`src/rtl/assert_macros.svh`:
```
// assertion macros used by the rtl of the tilt transition scheduler
// no dependencies; included by the top level
`ifndef ASSERT_MACROS_SVH
`define ASSERT_MACROS_SVH

// checked on every clock edge outside reset
`define TTS_ASSERT(lbl, clk, rst, prop, msg) \
   lbl: assert property (@(posedge clk) disable iff (rst) prop) else $error(msg);

// checked on every clock edge, reset included
`define TTS_ASSERT_ALWAYS(lbl, clk, prop, msg) \
   lbl: assert property (@(posedge clk) prop) else $error(msg);

`endif

```
`src/rtl/tts_pkg.sv`:
```
// package of the tilt transition scheduler: codes, defaults and fixed constants
// no dependencies; used by tts_div and tilt_transition_scheduler
package tts_pkg;

   localparam int FRACTION_BITS_DEF = 16;
   localparam int CSR_IDX_W = 3;
   localparam int CSR_DATA_W = 16;
   localparam int DVSR_W = 20;

   // register indexes
   localparam logic [CSR_IDX_W-1:0] REG_HOVER_ANGLE  = 3'd0;
   localparam logic [CSR_IDX_W-1:0] REG_CRUISE_ANGLE = 3'd1;
   localparam logic [CSR_IDX_W-1:0] REG_ENTER_SPEED  = 3'd2;
   localparam logic [CSR_IDX_W-1:0] REG_FULL_SPEED   = 3'd3;
   localparam logic [CSR_IDX_W-1:0] REG_SLEW_RATE    = 3'd4;
   localparam logic [CSR_IDX_W-1:0] REG_SERVO_MIN    = 3'd5;
   localparam logic [CSR_IDX_W-1:0] REG_SERVO_MAX    = 3'd6;

   // mode codes
   localparam logic [1:0] MODE_HOVER   = 2'd0;
   localparam logic [1:0] MODE_FORWARD = 2'd1;
   localparam logic [1:0] MODE_CRUISE  = 2'd2;
   localparam logic [1:0] MODE_REVERSE = 2'd3;

   // opcodes
   localparam logic OP_UPDATE    = 1'b0;
   localparam logic OP_EMERGENCY = 1'b1;

   // register reset values
   localparam logic [15:0] HOVER_ANGLE_RST  = 16'd0;
   localparam logic [15:0] CRUISE_ANGLE_RST = 16'd23040;
   localparam logic [15:0] ENTER_SPEED_RST  = 16'd2048;
   localparam logic [15:0] FULL_SPEED_RST   = 16'd3840;
   localparam logic [15:0] SLEW_RATE_RST    = 16'd7680;
   localparam logic [11:0] SERVO_MIN_RST    = 12'd1000;
   localparam logic [11:0] SERVO_MAX_RST    = 12'd2000;

   // fixed thresholds (q8.8 speeds, decimetres)
   localparam logic signed [17:0] REV_FLOOR  = 18'sd512;
   localparam logic signed [15:0] ALT_MIN_DM = 16'sd100;
   localparam logic signed [15:0] SPEED_MAX  = 16'sd8960;

   // microseconds per second and half of it for rounding
   localparam logic [DVSR_W-1:0] US_PER_S = 20'd1000000;
   localparam logic [32:0] US_HALF = 33'd500000;

endpackage

```
`src/rtl/tts_mul.sv`:
```
// bit-serial shift-add multiplier, one multiplier bit per cycle
// depends on nothing; instantiated by tilt_transition_scheduler
module tts_mul #(
   parameter int W = 18
) (
   input  logic clock,
   input  logic reset,
   input  logic start,
   input  logic [W-1:0] a,
   input  logic [W-1:0] b,
   output logic done,
   output logic [2*W-1:0] product
);
   localparam int CW = $clog2(W + 1);

   logic [CW-1:0] cnt_ff, cnt_in;
   logic busy_ff, busy_in;
   logic done_ff, done_in;
   logic [W-1:0] a_ff, a_in;
   logic [2*W:0] acc_ff, acc_in;
   logic [W:0] sum;
   logic [2*W:0] full;

   always_comb begin
      sum = {1'b0, acc_ff[2*W-1:W]} + (acc_ff[0] ? {1'b0, a_ff} : '0);
      full = {sum, acc_ff[W-1:0]};
      cnt_in = cnt_ff;
      busy_in = busy_ff;
      done_in = 1'b0;
      a_in = a_ff;
      acc_in = acc_ff;
      if (start) begin
         a_in = a;
         acc_in = {{(W + 1){1'b0}}, b};
         cnt_in = CW'(W);
         busy_in = 1'b1;
      end else if (busy_ff) begin
         acc_in = {1'b0, full[2*W:1]};
         cnt_in = cnt_ff - 1'b1;
         if (cnt_ff == CW'(1)) begin
            busy_in = 1'b0;
            done_in = 1'b1;
         end
      end
   end

   always_ff @(posedge clock) begin
      if (reset) begin
         busy_ff <= 1'b0;
         done_ff <= 1'b0;
         cnt_ff <= '0;
      end else begin
         busy_ff <= busy_in;
         done_ff <= done_in;
         cnt_ff <= cnt_in;
      end
      a_ff <= a_in;
      acc_ff <= acc_in;
   end

   assign done = done_ff;
   assign product = acc_ff[2*W-1:0];

endmodule

```
`src/rtl/tts_div.sv`:
```
// restoring divider, one quotient bit per cycle
// uses tts_pkg; instantiated by tilt_transition_scheduler
module tts_div #(
   parameter int DW = 33
) (
   input  logic clock,
   input  logic reset,
   input  logic start,
   input  logic [DW-1:0] dividend,
   input  logic [tts_pkg::DVSR_W-1:0] divisor,
   output logic done,
   output logic [DW-1:0] quotient
);
   import tts_pkg::*;

   localparam int CW = $clog2(DW + 1);

   logic [CW-1:0] cnt_ff, cnt_in;
   logic busy_ff, busy_in;
   logic done_ff, done_in;
   logic [DW-1:0] dvd_ff, dvd_in;
   logic [DVSR_W-1:0] dvsr_ff, dvsr_in;
   logic [DVSR_W-1:0] rem_ff, rem_in;
   logic [DVSR_W:0] trial;
   logic [DVSR_W:0] diff;
   logic qbit;

   always_comb begin
      trial = {rem_ff, dvd_ff[DW-1]};
      diff = trial - {1'b0, dvsr_ff};
      qbit = (trial >= {1'b0, dvsr_ff});
      cnt_in = cnt_ff;
      busy_in = busy_ff;
      done_in = 1'b0;
      dvd_in = dvd_ff;
      dvsr_in = dvsr_ff;
      rem_in = rem_ff;
      if (start) begin
         dvd_in = dividend;
         dvsr_in = divisor;
         rem_in = '0;
         cnt_in = CW'(DW);
         busy_in = 1'b1;
      end else if (busy_ff) begin
         rem_in = qbit ? diff[DVSR_W-1:0] : trial[DVSR_W-1:0];
         dvd_in = {dvd_ff[DW-2:0], qbit};
         cnt_in = cnt_ff - 1'b1;
         if (cnt_ff == CW'(1)) begin
            busy_in = 1'b0;
            done_in = 1'b1;
         end
      end
   end

   always_ff @(posedge clock) begin
      if (reset) begin
         busy_ff <= 1'b0;
         done_ff <= 1'b0;
         cnt_ff <= '0;
      end else begin
         busy_ff <= busy_in;
         done_ff <= done_in;
         cnt_ff <= cnt_in;
      end
      dvd_ff <= dvd_in;
      dvsr_ff <= dvsr_in;
      rem_ff <= rem_in;
   end

   assign done = done_ff;
   assign quotient = dvd_ff;

endmodule

```
`src/rtl/tilt_transition_scheduler.sv`:
```
// Tilt-rotor transition scheduler: mode machine, smoothstep target, slew limit, servo pulse.
// Uses tts_pkg, tts_mul, tts_div and assert_macros.svh.
//
// usage
//  - req channel (valid/ready): one word per update step or emergency-hover command
//  - rsp channel (valid/ready): exactly one word per request word: tilt angle, servo
//    pulse, mode and transition permission
//  - csr port: write enable, register index, 16-bit data; write only while idle
//  - req_ready is high only while the sequencer is idle; one word is worked at a time
//  - the sequencer runs a bit-serial multiplier (one bit per cycle over
//    max(FRACTION_BITS+2,16) bits) and a restoring divider (one quotient bit per cycle
//    over max(FRACTION_BITS+17,33) bits); an update step uses up to two divides for
//    fractions, one divide by 10^6 and up to five multiplies
//  - the result waits in an output register; the next word is taken while the
//    receiver stalls, and its result holds in the last step until the register frees
//  - reset: synchronous, restores register defaults, mode hover, angles and progress 0
`include "assert_macros.svh"

module tilt_transition_scheduler #(
   parameter int FRACTION_BITS = tts_pkg::FRACTION_BITS_DEF
) (
   input  logic clock,
   input  logic reset,
   // request words
   input  logic req_valid,
   output logic req_ready,
   input  logic req_opcode,
   input  logic signed [15:0] req_airspeed,
   input  logic req_manual_active,
   input  logic [15:0] req_manual_angle,
   input  logic [15:0] req_step_us,
   input  logic signed [15:0] req_altitude_dm,
   // result words
   output logic rsp_valid,
   input  logic rsp_ready,
   output logic [15:0] rsp_tilt_angle,
   output logic [11:0] rsp_pulse_us,
   output logic [1:0] rsp_mode,
   output logic rsp_may_transition,
   // register writes
   input  logic csr_we,
   input  logic [tts_pkg::CSR_IDX_W-1:0] csr_index,
   input  logic [tts_pkg::CSR_DATA_W-1:0] csr_wdata
);
   import tts_pkg::*;

   localparam int F = FRACTION_BITS;
   localparam int W_M = (F + 2 > 16) ? F + 2 : 16;
   localparam int DIV_W = (F + 17 > 33) ? F + 17 : 33;
   localparam logic [F:0] ONE = {1'b1, {F{1'b0}}};

   typedef enum logic [12:0] {
      S_IDLE   = 13'b0000000000001,
      S_DECIDE = 13'b0000000000010,
      S_DIVP   = 13'b0000000000100,
      S_SQ     = 13'b0000000001000,
      S_CUB    = 13'b0000000010000,
      S_SCL    = 13'b0000000100000,
      S_SLM    = 13'b0000001000000,
      S_SLD    = 13'b0000010000000,
      S_NRM    = 13'b0000100000000,
      S_DIVN   = 13'b0001000000000,
      S_PUL    = 13'b0010000000000,
      S_OUT    = 13'b0100000000000,
      S_SPARE  = 13'b1000000000000
   } state_type;

   // quick-path outcome of a fraction, or magnitudes to divide
   typedef struct packed {
      logic quick;
      logic [F:0] value;
      logic [16:0] nmag;
      logic [16:0] dmag;
   } frac_type;

   function automatic frac_type frac_check(input logic signed [17:0] num,
                                           input logic signed [17:0] den);
      frac_type r;
      r.quick = 1'b1;
      r.value = '0;
      r.nmag = num[17] ? 17'(-num) : num[16:0];
      r.dmag = den[17] ? 17'(-den) : den[16:0];
      if (den == '0) begin
         r.value = ONE;
      end else if (num == '0) begin
         r.value = '0;
      end else if (num[17] != den[17]) begin
         r.value = '0;
      end else if (r.nmag >= r.dmag) begin
         r.value = ONE;
      end else begin
         r.quick = 1'b0;
      end
      return r;
   endfunction

   state_type state_ff, state_in;

   // configuration registers
   logic [15:0] hover_ff, cruise_ff, enter_ff, full_ff, slew_ff;
   logic [11:0] smin_ff, smax_ff;

   // scheduler state
   logic [1:0] mode_ff, mode_in;
   logic [15:0] cur_ff, cur_in;
   logic [15:0] target_ff, target_in;
   logic [F:0] prog_ff, prog_in;
   logic [11:0] pulse_ff, pulse_in;

   // captured request word
   logic op_ff;
   logic signed [15:0] air_ff;
   logic man_act_ff;
   logic [15:0] man_ang_ff;
   logic [15:0] step_ff;
   logic signed [15:0] alt_ff;

   // shared arithmetic units
   logic mul_start_ff, mul_start_in;
   logic [W_M-1:0] mul_a_ff, mul_a_in, mul_b_ff, mul_b_in;
   logic mul_done;
   logic [2*W_M-1:0] mul_prod;
   logic div_start_ff, div_start_in;
   logic [DIV_W-1:0] div_dvd_ff, div_dvd_in;
   logic [DVSR_W-1:0] div_dvsr_ff, div_dvsr_in;
   logic div_done;
   logic [DIV_W-1:0] div_quo;

   // output register
   logic rsp_valid_ff, rsp_valid_in;
   logic [15:0] rsp_tilt_ff, rsp_tilt_in;
   logic [11:0] rsp_pulse_ff, rsp_pulse_in;
   logic [1:0] rsp_mode_ff, rsp_mode_in;
   logic rsp_may_ff, rsp_may_in;

   // helpers
   logic signed [17:0] a18, e18, full18, span18, hov18, cru18;
   logic signed [20:0] a5, e4;
   logic [15:0] span_mag;
   logic signed [13:0] pspan;
   logic [11:0] pspan_mag;
   logic [15:0] man_clamped;
   frac_type fr_fwd, fr_rev, fr_nrm, fr_sel;
   logic [F:0] p2, s_val;
   logic [F+1:0] k_val;
   logic [15:0] m16;
   logic [11:0] m12;
   logic [13:0] md;
   logic signed [18:0] delta, md19, moved, hov19, cru19;
   logic may_now;

   assign a18 = 18'(air_ff);
   assign e18 = {2'b00, enter_ff};
   assign full18 = {2'b00, full_ff};
   assign hov18 = {2'b00, hover_ff};
   assign cru18 = {2'b00, cruise_ff};
   assign span18 = cru18 - hov18;
   assign span_mag = span18[17] ? 16'(-span18) : span18[15:0];
   assign pspan = {2'b00, smax_ff} - {2'b00, smin_ff};
   assign pspan_mag = pspan[13] ? 12'(-pspan) : pspan[11:0];
   assign a5 = (21'(air_ff) <<< 2) + 21'(air_ff);
   assign e4 = {3'b000, enter_ff, 2'b00};
   assign man_clamped = (man_ang_ff < hover_ff) ? hover_ff :
                        (man_ang_ff > cruise_ff) ? cruise_ff : man_ang_ff;
   assign fr_fwd = frac_check(a18 - e18, full18 - e18);
   assign fr_rev = frac_check(a18 - REV_FLOOR, e18 - REV_FLOOR);
   assign fr_nrm = frac_check({2'b00, cur_ff} - hov18, span18);
   assign fr_sel = (mode_ff == MODE_FORWARD) ? fr_fwd : fr_rev;
   assign p2 = mul_prod[2*F:F];
   assign s_val = mul_prod[2*F:F];
   assign k_val = {2'b11, {F{1'b0}}} - {prog_ff, 1'b0};
   assign m16 = mul_prod[F+15:F];
   assign m12 = mul_prod[F+11:F];
   assign md = div_quo[13:0];
   assign hov19 = {3'b000, hover_ff};
   assign cru19 = {3'b000, cruise_ff};
   assign md19 = {5'b00000, md};
   assign delta = {3'b000, target_ff} - {3'b000, cur_ff};
   assign moved = (delta > md19) ? {3'b000, cur_ff} + md19 :
                  (delta < -md19) ? {3'b000, cur_ff} - md19 : {3'b000, target_ff};
   assign may_now = !(alt_ff < ALT_MIN_DM || air_ff < 16'sd0 || air_ff > SPEED_MAX ||
                      (mode_ff == MODE_CRUISE && a18 > e18));

   always_comb begin
      state_in = state_ff;
      mode_in = mode_ff;
      cur_in = cur_ff;
      target_in = target_ff;
      prog_in = prog_ff;
      pulse_in = pulse_ff;
      mul_start_in = 1'b0;
      mul_a_in = mul_a_ff;
      mul_b_in = mul_b_ff;
      div_start_in = 1'b0;
      div_dvd_in = div_dvd_ff;
      div_dvsr_in = div_dvsr_ff;
      rsp_valid_in = rsp_valid_ff && !rsp_ready;
      rsp_tilt_in = rsp_tilt_ff;
      rsp_pulse_in = rsp_pulse_ff;
      rsp_mode_in = rsp_mode_ff;
      rsp_may_in = rsp_may_ff;
      case (state_ff)
         S_IDLE: begin
            if (req_valid) begin
               state_in = S_DECIDE;
            end
         end
         S_DECIDE: begin
            // slew product is the default next step
            mul_a_in = W_M'(slew_ff);
            mul_b_in = W_M'(step_ff);
            mul_start_in = 1'b1;
            state_in = S_SLM;
            if (op_ff == OP_EMERGENCY) begin
               mode_in = MODE_REVERSE;
               target_in = hover_ff;
               prog_in = '0;
               mul_start_in = 1'b0;
               state_in = S_NRM;
            end else if (man_act_ff) begin
               target_in = man_clamped;
            end else if (mode_ff == MODE_HOVER) begin
               target_in = hover_ff;
               if (a18 > e18) begin
                  mode_in = MODE_FORWARD;
                  prog_in = '0;
               end
            end else if (mode_ff == MODE_CRUISE) begin
               target_in = cruise_ff;
               if (a18 < e18) begin
                  mode_in = MODE_REVERSE;
                  prog_in = ONE;
               end
            end else begin
               // transition modes: progress then smoothstep curve
               mul_start_in = 1'b1;
               state_in = S_SQ;
               if (mode_ff == MODE_FORWARD && a18 >= full18) begin
                  prog_in = ONE;
                  mode_in = MODE_CRUISE;
               end else if (mode_ff == MODE_FORWARD && a5 < e4) begin
                  mode_in = MODE_REVERSE;
               end else if (mode_ff == MODE_REVERSE && a18 <= REV_FLOOR) begin
                  prog_in = '0;
                  mode_in = MODE_HOVER;
               end else if (fr_sel.quick) begin
                  prog_in = fr_sel.value;
               end else begin
                  mul_start_in = 1'b0;
                  div_dvd_in = DIV_W'({fr_sel.nmag, {F{1'b0}}});
                  div_dvsr_in = DVSR_W'(fr_sel.dmag);
                  div_start_in = 1'b1;
                  state_in = S_DIVP;
               end
               mul_a_in = W_M'(prog_in);
               mul_b_in = W_M'(prog_in);
            end
         end
         S_DIVP: begin
            if (div_done) begin
               prog_in = {1'b0, div_quo[F-1:0]};
               mul_a_in = W_M'(prog_in);
               mul_b_in = W_M'(prog_in);
               mul_start_in = 1'b1;
               state_in = S_SQ;
            end
         end
         S_SQ: begin
            if (mul_done) begin
               mul_a_in = W_M'(p2);
               mul_b_in = W_M'(k_val);
               mul_start_in = 1'b1;
               state_in = S_CUB;
            end
         end
         S_CUB: begin
            if (mul_done) begin
               mul_a_in = W_M'(s_val);
               mul_b_in = W_M'(span_mag);
               mul_start_in = 1'b1;
               state_in = S_SCL;
            end
         end
         S_SCL: begin
            if (mul_done) begin
               target_in = span18[17] ? hover_ff - m16 : hover_ff + m16;
               mul_a_in = W_M'(slew_ff);
               mul_b_in = W_M'(step_ff);
               mul_start_in = 1'b1;
               state_in = S_SLM;
            end
         end
         S_SLM: begin
            if (mul_done) begin
               div_dvd_in = DIV_W'({1'b0, mul_prod[31:0]} + US_HALF);
               div_dvsr_in = US_PER_S;
               div_start_in = 1'b1;
               state_in = S_SLD;
            end
         end
         S_SLD: begin
            if (div_done) begin
               cur_in = (moved < hov19) ? hover_ff :
                        (moved > cru19) ? cruise_ff : moved[15:0];
               state_in = S_NRM;
            end
         end
         S_NRM: begin
            if (fr_nrm.quick) begin
               mul_a_in = W_M'(fr_nrm.value);
               mul_b_in = W_M'(pspan_mag);
               mul_start_in = 1'b1;
               state_in = S_PUL;
            end else begin
               div_dvd_in = DIV_W'({fr_nrm.nmag, {F{1'b0}}});
               div_dvsr_in = DVSR_W'(fr_nrm.dmag);
               div_start_in = 1'b1;
               state_in = S_DIVN;
            end
         end
         S_DIVN: begin
            if (div_done) begin
               mul_a_in = W_M'(div_quo[F-1:0]);
               mul_b_in = W_M'(pspan_mag);
               mul_start_in = 1'b1;
               state_in = S_PUL;
            end
         end
         S_PUL: begin
            if (mul_done) begin
               pulse_in = pspan[13] ? smin_ff - m12 : smin_ff + m12;
               state_in = S_OUT;
            end
         end
         S_OUT: begin
            // hold here while the previous word is still unread
            if (!rsp_valid_ff || rsp_ready) begin
               rsp_valid_in = 1'b1;
               rsp_tilt_in = cur_ff;
               rsp_pulse_in = pulse_ff;
               rsp_mode_in = mode_ff;
               rsp_may_in = may_now;
               state_in = S_IDLE;
            end
         end
         default: begin
            state_in = S_IDLE;
         end
      endcase
   end

   always_ff @(posedge clock) begin
      if (reset) begin
         state_ff <= S_IDLE;
         hover_ff <= HOVER_ANGLE_RST;
         cruise_ff <= CRUISE_ANGLE_RST;
         enter_ff <= ENTER_SPEED_RST;
         full_ff <= FULL_SPEED_RST;
         slew_ff <= SLEW_RATE_RST;
         smin_ff <= SERVO_MIN_RST;
         smax_ff <= SERVO_MAX_RST;
         mode_ff <= MODE_HOVER;
         cur_ff <= '0;
         target_ff <= '0;
         prog_ff <= '0;
         mul_start_ff <= 1'b0;
         div_start_ff <= 1'b0;
         rsp_valid_ff <= 1'b0;
      end else begin
         state_ff <= state_in;
         mode_ff <= mode_in;
         cur_ff <= cur_in;
         target_ff <= target_in;
         prog_ff <= prog_in;
         mul_start_ff <= mul_start_in;
         div_start_ff <= div_start_in;
         rsp_valid_ff <= rsp_valid_in;
         if (csr_we) begin
            case (csr_index)
               REG_HOVER_ANGLE:  hover_ff <= csr_wdata;
               REG_CRUISE_ANGLE: cruise_ff <= csr_wdata;
               REG_ENTER_SPEED:  enter_ff <= csr_wdata;
               REG_FULL_SPEED:   full_ff <= csr_wdata;
               REG_SLEW_RATE:    slew_ff <= csr_wdata;
               REG_SERVO_MIN:    smin_ff <= csr_wdata[11:0];
               REG_SERVO_MAX:    smax_ff <= csr_wdata[11:0];
               default: begin
               end
            endcase
         end
      end
      // payload, no reset
      if (req_valid && req_ready) begin
         op_ff <= req_opcode;
         air_ff <= req_airspeed;
         man_act_ff <= req_manual_active;
         man_ang_ff <= req_manual_angle;
         step_ff <= req_step_us;
         alt_ff <= req_altitude_dm;
      end
      pulse_ff <= pulse_in;
      mul_a_ff <= mul_a_in;
      mul_b_ff <= mul_b_in;
      div_dvd_ff <= div_dvd_in;
      div_dvsr_ff <= div_dvsr_in;
      rsp_tilt_ff <= rsp_tilt_in;
      rsp_pulse_ff <= rsp_pulse_in;
      rsp_mode_ff <= rsp_mode_in;
      rsp_may_ff <= rsp_may_in;
   end

   // shared serial units
   tts_mul #(.W(W_M)) u_mul (
      .clock   (clock),
      .reset   (reset),
      .start   (mul_start_ff),
      .a       (mul_a_ff),
      .b       (mul_b_ff),
      .done    (mul_done),
      .product (mul_prod)
   );

   tts_div #(.DW(DIV_W)) u_div (
      .clock    (clock),
      .reset    (reset),
      .start    (div_start_ff),
      .dividend (div_dvd_ff),
      .divisor  (div_dvsr_ff),
      .done     (div_done),
      .quotient (div_quo)
   );

   assign req_ready = (state_ff == S_IDLE);
   assign rsp_valid = rsp_valid_ff;
   assign rsp_tilt_angle = rsp_tilt_ff;
   assign rsp_pulse_us = rsp_pulse_ff;
   assign rsp_mode = rsp_mode_ff;
   assign rsp_may_transition = rsp_may_ff;

   // checks
   `TTS_ASSERT(a_accept_decode, clock, reset, (req_valid && req_ready) |=> (state_ff == S_DECIDE), "accepted word not decoded")
   `TTS_ASSERT(a_units_exclusive, clock, reset, !(mul_done && div_done), "multiplier and divider finished together")
   `TTS_ASSERT(a_idle_units_quiet, clock, reset, (state_ff == S_IDLE) |-> (!mul_done && !div_done), "arithmetic unit finished while idle")
   `TTS_ASSERT_ALWAYS(a_reset_clean, clock, $past(reset) |-> (state_ff == S_IDLE && !rsp_valid_ff), "state not cleared by reset")

endmodule
```
`config.mk`:
```
export PLATFORM = sky130hd
export DESIGN_NAME = tilt_transition_scheduler
export DESIGN_NICKNAME = d
export VERILOG_FILES = /design/src/rtl/tts_pkg.sv /design/src/rtl/tts_mul.sv /design/src/rtl/tts_div.sv /design/src/rtl/tilt_transition_scheduler.sv
export VERILOG_INCLUDE_DIRS = /design/src /design/src/rtl
export SDC_FILE = /design/constraint.sdc
export NUM_CORES = 2
export LEC_CHECK = 0
export ABC_CLOCK_PERIOD_IN_PS = 11800
export BUFFER_PORTS_ARGS = -buffer_cell sky130_fd_sc_hd__buf_2
export CAP_MARGIN = 0
export CORE_ASPECT_RATIO = 0.5
export CORE_MARGIN = 2
export CORE_UTILIZATION = 45
export CTS_BUF_LIST = sky130_fd_sc_hd__clkbuf_2
export CTS_CLUSTER_SIZE = 14
export DETAILED_ROUTE_END_ITERATION = 12
export GPL_TIMING_DRIVEN = 0
export PLACE_DENSITY = 0.68
export SLEW_MARGIN = 10
export SYNTH_ARGS = -nofsm -noshare
export SYNTH_HDL_FRONTEND = slang
export SYNTH_HIERARCHICAL = 1
export SYNTH_SLANG_ARGS = --single-unit
```
`constraint.sdc`:
```
create_clock -name clock -period 11.8 [get_ports clock]
set_clock_uncertainty 0.05 [all_clocks]
set_input_delay 3.54 -clock clock [delete_from_list [all_inputs] [get_ports clock]]
set_output_delay 3.54 -clock clock [all_outputs]
set_load 0.01 [all_outputs]
```
### After elaboration in Yosys (flattened, before gate mapping)

Index checks and enable logic that the tools add are counted.

* bits in registers: 511
* latch bits: 0
* RAM bits: 0
* memory bits (read-only): 0
* memories: 0

* add/sub/neg operators: 29
* multiply operators: 0
* divide/modulo/power cells: 0
* magnitude comparators: 18
* equal/unequal tests: 55
* shift operators: 0
* multiplexer cells: 171
* bitwise operators: 2
* reduce and logical (&&, ||, !) cells: 53

Operator list (number)
* $mux 17: 37
* $mux 33: 12
* $mux 20: 11
* $mux 18: 12
* $mux 16: 11
* $pmux 13 s12: 1
* $mux 13: 10
* $pmux 18 s7: 1
* $logic_not 18->1: 6
* $neg 17->17: 6
* $pmux 33 s3: 1
* $pmux 18 s5: 1
* $sub 16x16->17: 4
* $pmux 20 s3: 1
* $mux 52: 1
* $ge 17x17->1: 3
* $mux 1: 42
* $mux 19: 2
* $pmux 17 s2: 1
* $add 32x19->33 const B: 1
* $pmux 16 s2: 1
* $ne 2x2->1 const B: 13
* $mux 12: 2
* $ge 21x20->1: 1
* other kinds (85): 147

### Depth between registers and ports, before layout

* word-level depth: 18
* gate-level depth with buffers: 39
* depth with buffers taken out: 35

### By module

Netlist, hierarchy kept.

Modules (own cells, without submodules)
* tilt_transition_scheduler: instances 1, cells an instance 3611, area each 30618.1 um2, seq. area each 9198.8 um2
* tts_div: instances 1, cells an instance 408, area each 4438.0 um2, seq. area each 2152.1 um2
* tts_mul: instances 1, cells an instance 309, area each 3294.4 um2, seq. area each 1581.5 um2

### Worst setup path before layout

No wires, ideal clock.

* kind: register to register
* from: register hover_ff[1]
* to: register div_dvd_ff[0] (enable)
* library setup time: 0.523 ns
* arrival: 8.466 ns
* required time: 11.227 ns
* path slack: 2.761 ns
* cell stages (with the launch flop): 22
* path buffers: 2
* period minus slack after synthesis: 9.039 ns
* cells stage by stage: dfxtp_1 > inv_1 > fa_1 > a211oi_1 > o21ai_0 > a31oi_1 > o21ai_0 > o31a_1 > nand3_1 > and2_1 > clkbuf_1 > clkbuf_1 > nand2_1 > xor2_1 > ha_1 > and4_1 > nand2_1 > o41ai_1 > a21o_1 > a2111oi_0 > a21oi_1 > nor3_1

* cells in the longest elaborated chain, start to end: 10
* elaborated cells between the ends (all ways): 16
* classes of those cells: 4 x add/sub; 1 x order compare; 2 x eq/ne; 6 x mux; 3 x reduce/logical

RTL lines
* from (decl): RTL line tilt_transition_scheduler.sv:100 `logic [15:0] hover_ff, cruise_ff, enter_ff, full_ff, slew_ff;`
* from (signal assigned): RTL line tilt_transition_scheduler.sv:380 `REG_HOVER_ANGLE: hover_ff <= csr_wdata;`
* $sub 16x16->17 (on tied branches): RTL line tilt_transition_scheduler.sv:167, tilt_transition_scheduler.sv:157
* $neg 17->17 (on tied branches): RTL line tilt_transition_scheduler.sv:81, tilt_transition_scheduler.sv:82
* $mux 17 (on tied branches): RTL line tilt_transition_scheduler.sv:81, tilt_transition_scheduler.sv:82
* $ge 17x17->1: RTL line tilt_transition_scheduler.sv:89 `end else if (r.nmag >= r.dmag) begin`
* $mux 1: RTL line tilt_transition_scheduler.sv:89
* $mux 1: RTL line tilt_transition_scheduler.sv:87 `end else if (num[17] != den[17]) begin`
* $mux 1: RTL line tilt_transition_scheduler.sv:85 `end else if (num == '0) begin`
* $mux 1 (*): RTL line tilt_transition_scheduler.sv:83 `if (den == '0) begin`
* $ne 2x2->1 (no source line) (*)
* $reduce_and 11->1 (no source line) (*)
* to (signal assigned): RTL line tilt_transition_scheduler.sv:404 `div_dvd_ff <= div_dvd_in;`
* to (decl): RTL line tilt_transition_scheduler.sv:124 `logic [DIV_W-1:0] div_dvd_ff, div_dvd_in;`

Every way passes the cells marked *; elsewhere a longest branch is shown, timed or not.
A chain may end at the register's enable or synchronous reset.

### Worst setup path after layout

* from: register hover_ff[1]
* to: register div_dvsr_ff[13] (enable)

* cells in the longest elaborated chain, start to end: 10
* elaborated cells between the ends (all ways): 16
* classes of those cells: 4 x add/sub; 1 x order compare; 2 x eq/ne; 6 x mux; 3 x reduce/logical

RTL lines
* $sub 16x16->17 (on tied branches): RTL line tilt_transition_scheduler.sv:167, tilt_transition_scheduler.sv:157
* $neg 17->17 (on tied branches): RTL line tilt_transition_scheduler.sv:81, tilt_transition_scheduler.sv:82
* $mux 17 (on tied branches): RTL line tilt_transition_scheduler.sv:81, tilt_transition_scheduler.sv:82
* $ge 17x17->1: RTL line tilt_transition_scheduler.sv:89
* $mux 1: RTL line tilt_transition_scheduler.sv:89
* $mux 1: RTL line tilt_transition_scheduler.sv:87
* $mux 1: RTL line tilt_transition_scheduler.sv:85
* $mux 1 (*): RTL line tilt_transition_scheduler.sv:83
* $ne 2x2->1 (no source line) (*)
* $reduce_and 11->1 (no source line) (*)
* to (signal assigned): RTL line tilt_transition_scheduler.sv:405 `div_dvsr_ff <= div_dvsr_in;`
* to (decl): RTL line tilt_transition_scheduler.sv:125 `logic [DVSR_W-1:0] div_dvsr_ff, div_dvsr_in;`

Marked as above.

==> results.cfg <==
[cts]
numCtsBuffers = 115
htree_levels = 3
cts_tree = built
clockBufferDepth = 3
root_buffer = clkbuf_2
postCtsHoldBufs = 0
post_cts_buffers = 0
clkTransAtPathRegs_ps = 120
clock_sinks = 505
cts_resized = 0
clk_latency_ps = 1470

[power]
max-vdd-ir-drop_mv = 0.1577
power.density_nw_per_um2 = 206.1
p_leak_nw = 16.49

[cells_and_area]
fin_nets = 5073
drive_above_1_share = 0.1064
syn2layout_area_growth_pct = 8.639
fin_area_um2 = 41660
fillers = 8043
fin_util = 0.4955

[drt]
route.detailed.drc = 0
dr.pass1.iters = 9
drtAntennaViolNets = 0
viasPerCell = 6.216
wire_per_inst_um = 25.22
drt-total-wl_um = 146300
drtIter0Drc = 4723
vias = 36060

[synthesis]
synth_edf_count = 282
yosys_most_used_dff = edfxtp_1
synth_top_area_frac = 0.2208
synthDistinctLibCells = 113
synth_seq_cells = 505
netlist_area_um2 = 38350
syn_avg_cell_area_um2 = 8.861
yosysTopAreaCell = edfxtp_1
synthArstFlopShare = 0
synth_area_leaders = edfxtp_1 22%, ha_1 13%, dfxtp_1 12%
syn_inst = 4328
yosysSeqAreaShare = 0.3372
yosysWarnings = 6

[critical_path]
cp_max_fo = 11
cp.arrival_ps = 9890
required_ps = 12910
crit_path_end_kind = register
critical_path_class = reg -> reg
startpoint_type = register

[placed_design]
pre_cts_ws_ps = 3043
dpl_cell_area_um2 = 40500
port_buffers = 120
place_congestion = 1.036
hpwlAfterDp_um = 116500

[run_status]
outcome = completed

[worst_hold_path]
min_path_type = reg -> reg

[die]
die_w_um = 416.9
boundaryPins = 123
start_util = 0.4561
die_area_um2 = 87720
die_h_um = 210.4
rows = 75
coreArea_um2 = 84080

[sta]
tns_ps = 0
tightestPinTransition_ps = 1236
setup_viol = 0
rsz0062_at_grt = no
period_minus_slack_ps = 8785
clock.fmax_mhz = 113.8
final_max_slew_viol_count = 0
relSlewSlack = 0.1683
hold_viol_final = 0
fin_crit_sh = 0.7445
worst_slack_ps = 3015
timing.hold.ws_ps = 319.8

[global_route]
grt_max_degree = 54
grt-ovfl-total = 0
grtUsageTotal = 0.3261
antenna_found_initial = 11
grt_pass1_vias = 33170
grt_pass1_wl_um = 213100

[job]
cap_viol_max_count = 0
cells in the mapped netlist, drive strengths merged (53+ instances only):
library cell / n
xnor2: 193
mux2: 53
a21o: 82
a211oi: 54
o21ai: 208
dfxtp: 223
ha: 393
xor2: 107
nand3: 96
nand2: 488
inv: 236
clkbuf: 138
nor2: 342
nor3: 100
a21oi: 327
nand2b: 64
edfxtp: 282
nor2b: 55
logic make-up after synthesis:
group           share of synthesized area
other cells                     0.0001958
flops                              0.3372
compound gates                     0.2070
fa+ha+maj                          0.1350
xor+xnor                          0.06851
mux                               0.02626
buf+inv                           0.04222
simple gates                       0.1836
cells in the final DEF, fill, tap and decap left out, types with 181 or more instances in the layout:
master and instances:
clkbuf_2 181, o21ai_0 193, inv_1 233, xnor2_1 193
a21oi_1 323, edfxtp_1 282, nor2_1 341, ha_1 393
dfxtp_1 223, nand2_1 487
layer usage:
layer / up-vias / wire (um) / global-route usage / share of wire
met1: 17400 / 64870 / 0.4739 / 0.44
met4: 10 / 4884 / 0.1054 / 0.033
met2: 1831 / 59260 / 0.4688 / 0.41
met3: 284 / 17240 / 0.08335 / 0.12
met5: - / 67 / 0 / 0.00046
li1: 16540 / - / - / -
worst max-delay path: stages (launching register included):
cell and delay, ps:
dfxtp_1 680, inv_1 370, fa_1 570, a211oi_1 330, o21ai_0 150, a31oi_1 400, o21ai_0 190, o31a_1 330
nand3_1 100, and2_1 130, clkbuf_1 290, clkbuf_1 510, nand2_1 130, xor2_1 470, ha_1 350, and4_1 230
nand2_1 90, o41ai_1 90, a21o_1 180, a2111oi_1 880, a21oi_1 350, nor3_2 630, buf_4 320, buf_4 220
buf_4 240, buf_6 170
sequential cells by signal (all words and copies together) (netlist names), 14 cells and up:
signal,flops
u_mul/acc_ff,36
div_dvd_ff,33
u_div/quotient,33
u_div/dvsr_ff,20
u_div/rem_ff,20
div_dvsr_ff,18
mul_b_ff,18
u_mul/a_ff,18
mul_a_ff,17
prog_ff,17
air_ff,16
cruise_ff,16
cur_ff,16
enter_ff,16
full_ff,16
hover_ff,16
man_ang_ff,16
rsp_tilt_angle,16
slew_ff,16
step_ff,16
target_ff,16
alt_ff,14
path summary, 6_finish.rpt:
kind               startpoint              end  slack [ps]  depth (start not counted)
setup / recovery  hover_ff[1]  div_dvsr_ff[13]        3020                         25
hold / removal    pulse_ff[4]  rsp_pulse_us[4]         320                          0
setup reg to reg  hover_ff[1]  div_dvsr_ff[13]        3020                         25
hold reg to reg   pulse_ff[4]  rsp_pulse_us[4]         320                          0
layout make-up:
| cell class | count | area [um^2] | area share |
|---|---|---|---|
| inverter | 236 | 885.9 | 0.02126 |
| tap | 1116 | 1396 | 0.03351 |
| clock inverter | 39 | 230.2 | 0.005526 |
| buffer | 172 | 733.2 | 0.01760 |
| multi-input combinational | 3416 | 23840 | 0.5722 |
| clock buffer | 180 | 900.9 | 0.02162 |
| sequential | 505 | 12930 | 0.3104 |
| antenna | 6 | 15.01 | 0.0003604 |
| timing repair buffer | 131 | 728.2 | 0.01748 |
power by group:
group          internal (W)  switching [W]
Sequential          0.00210       0.000241
Clock              0.000443       0.000789
Combinational       0.00187        0.00314
Total               0.00441        0.00417
stage by stage:
step / total power (W) / instances
detailed placement: 0.007194 / 5575
global placement: 0.007096 / 5565
CTS: 0.008447 / 5794
floorplan: 0.005721 / 4329
finish: 0.008586 / 5801
global route: 0.009159 / 5801
No activity file was read; power rests on OpenSTA's default activity.
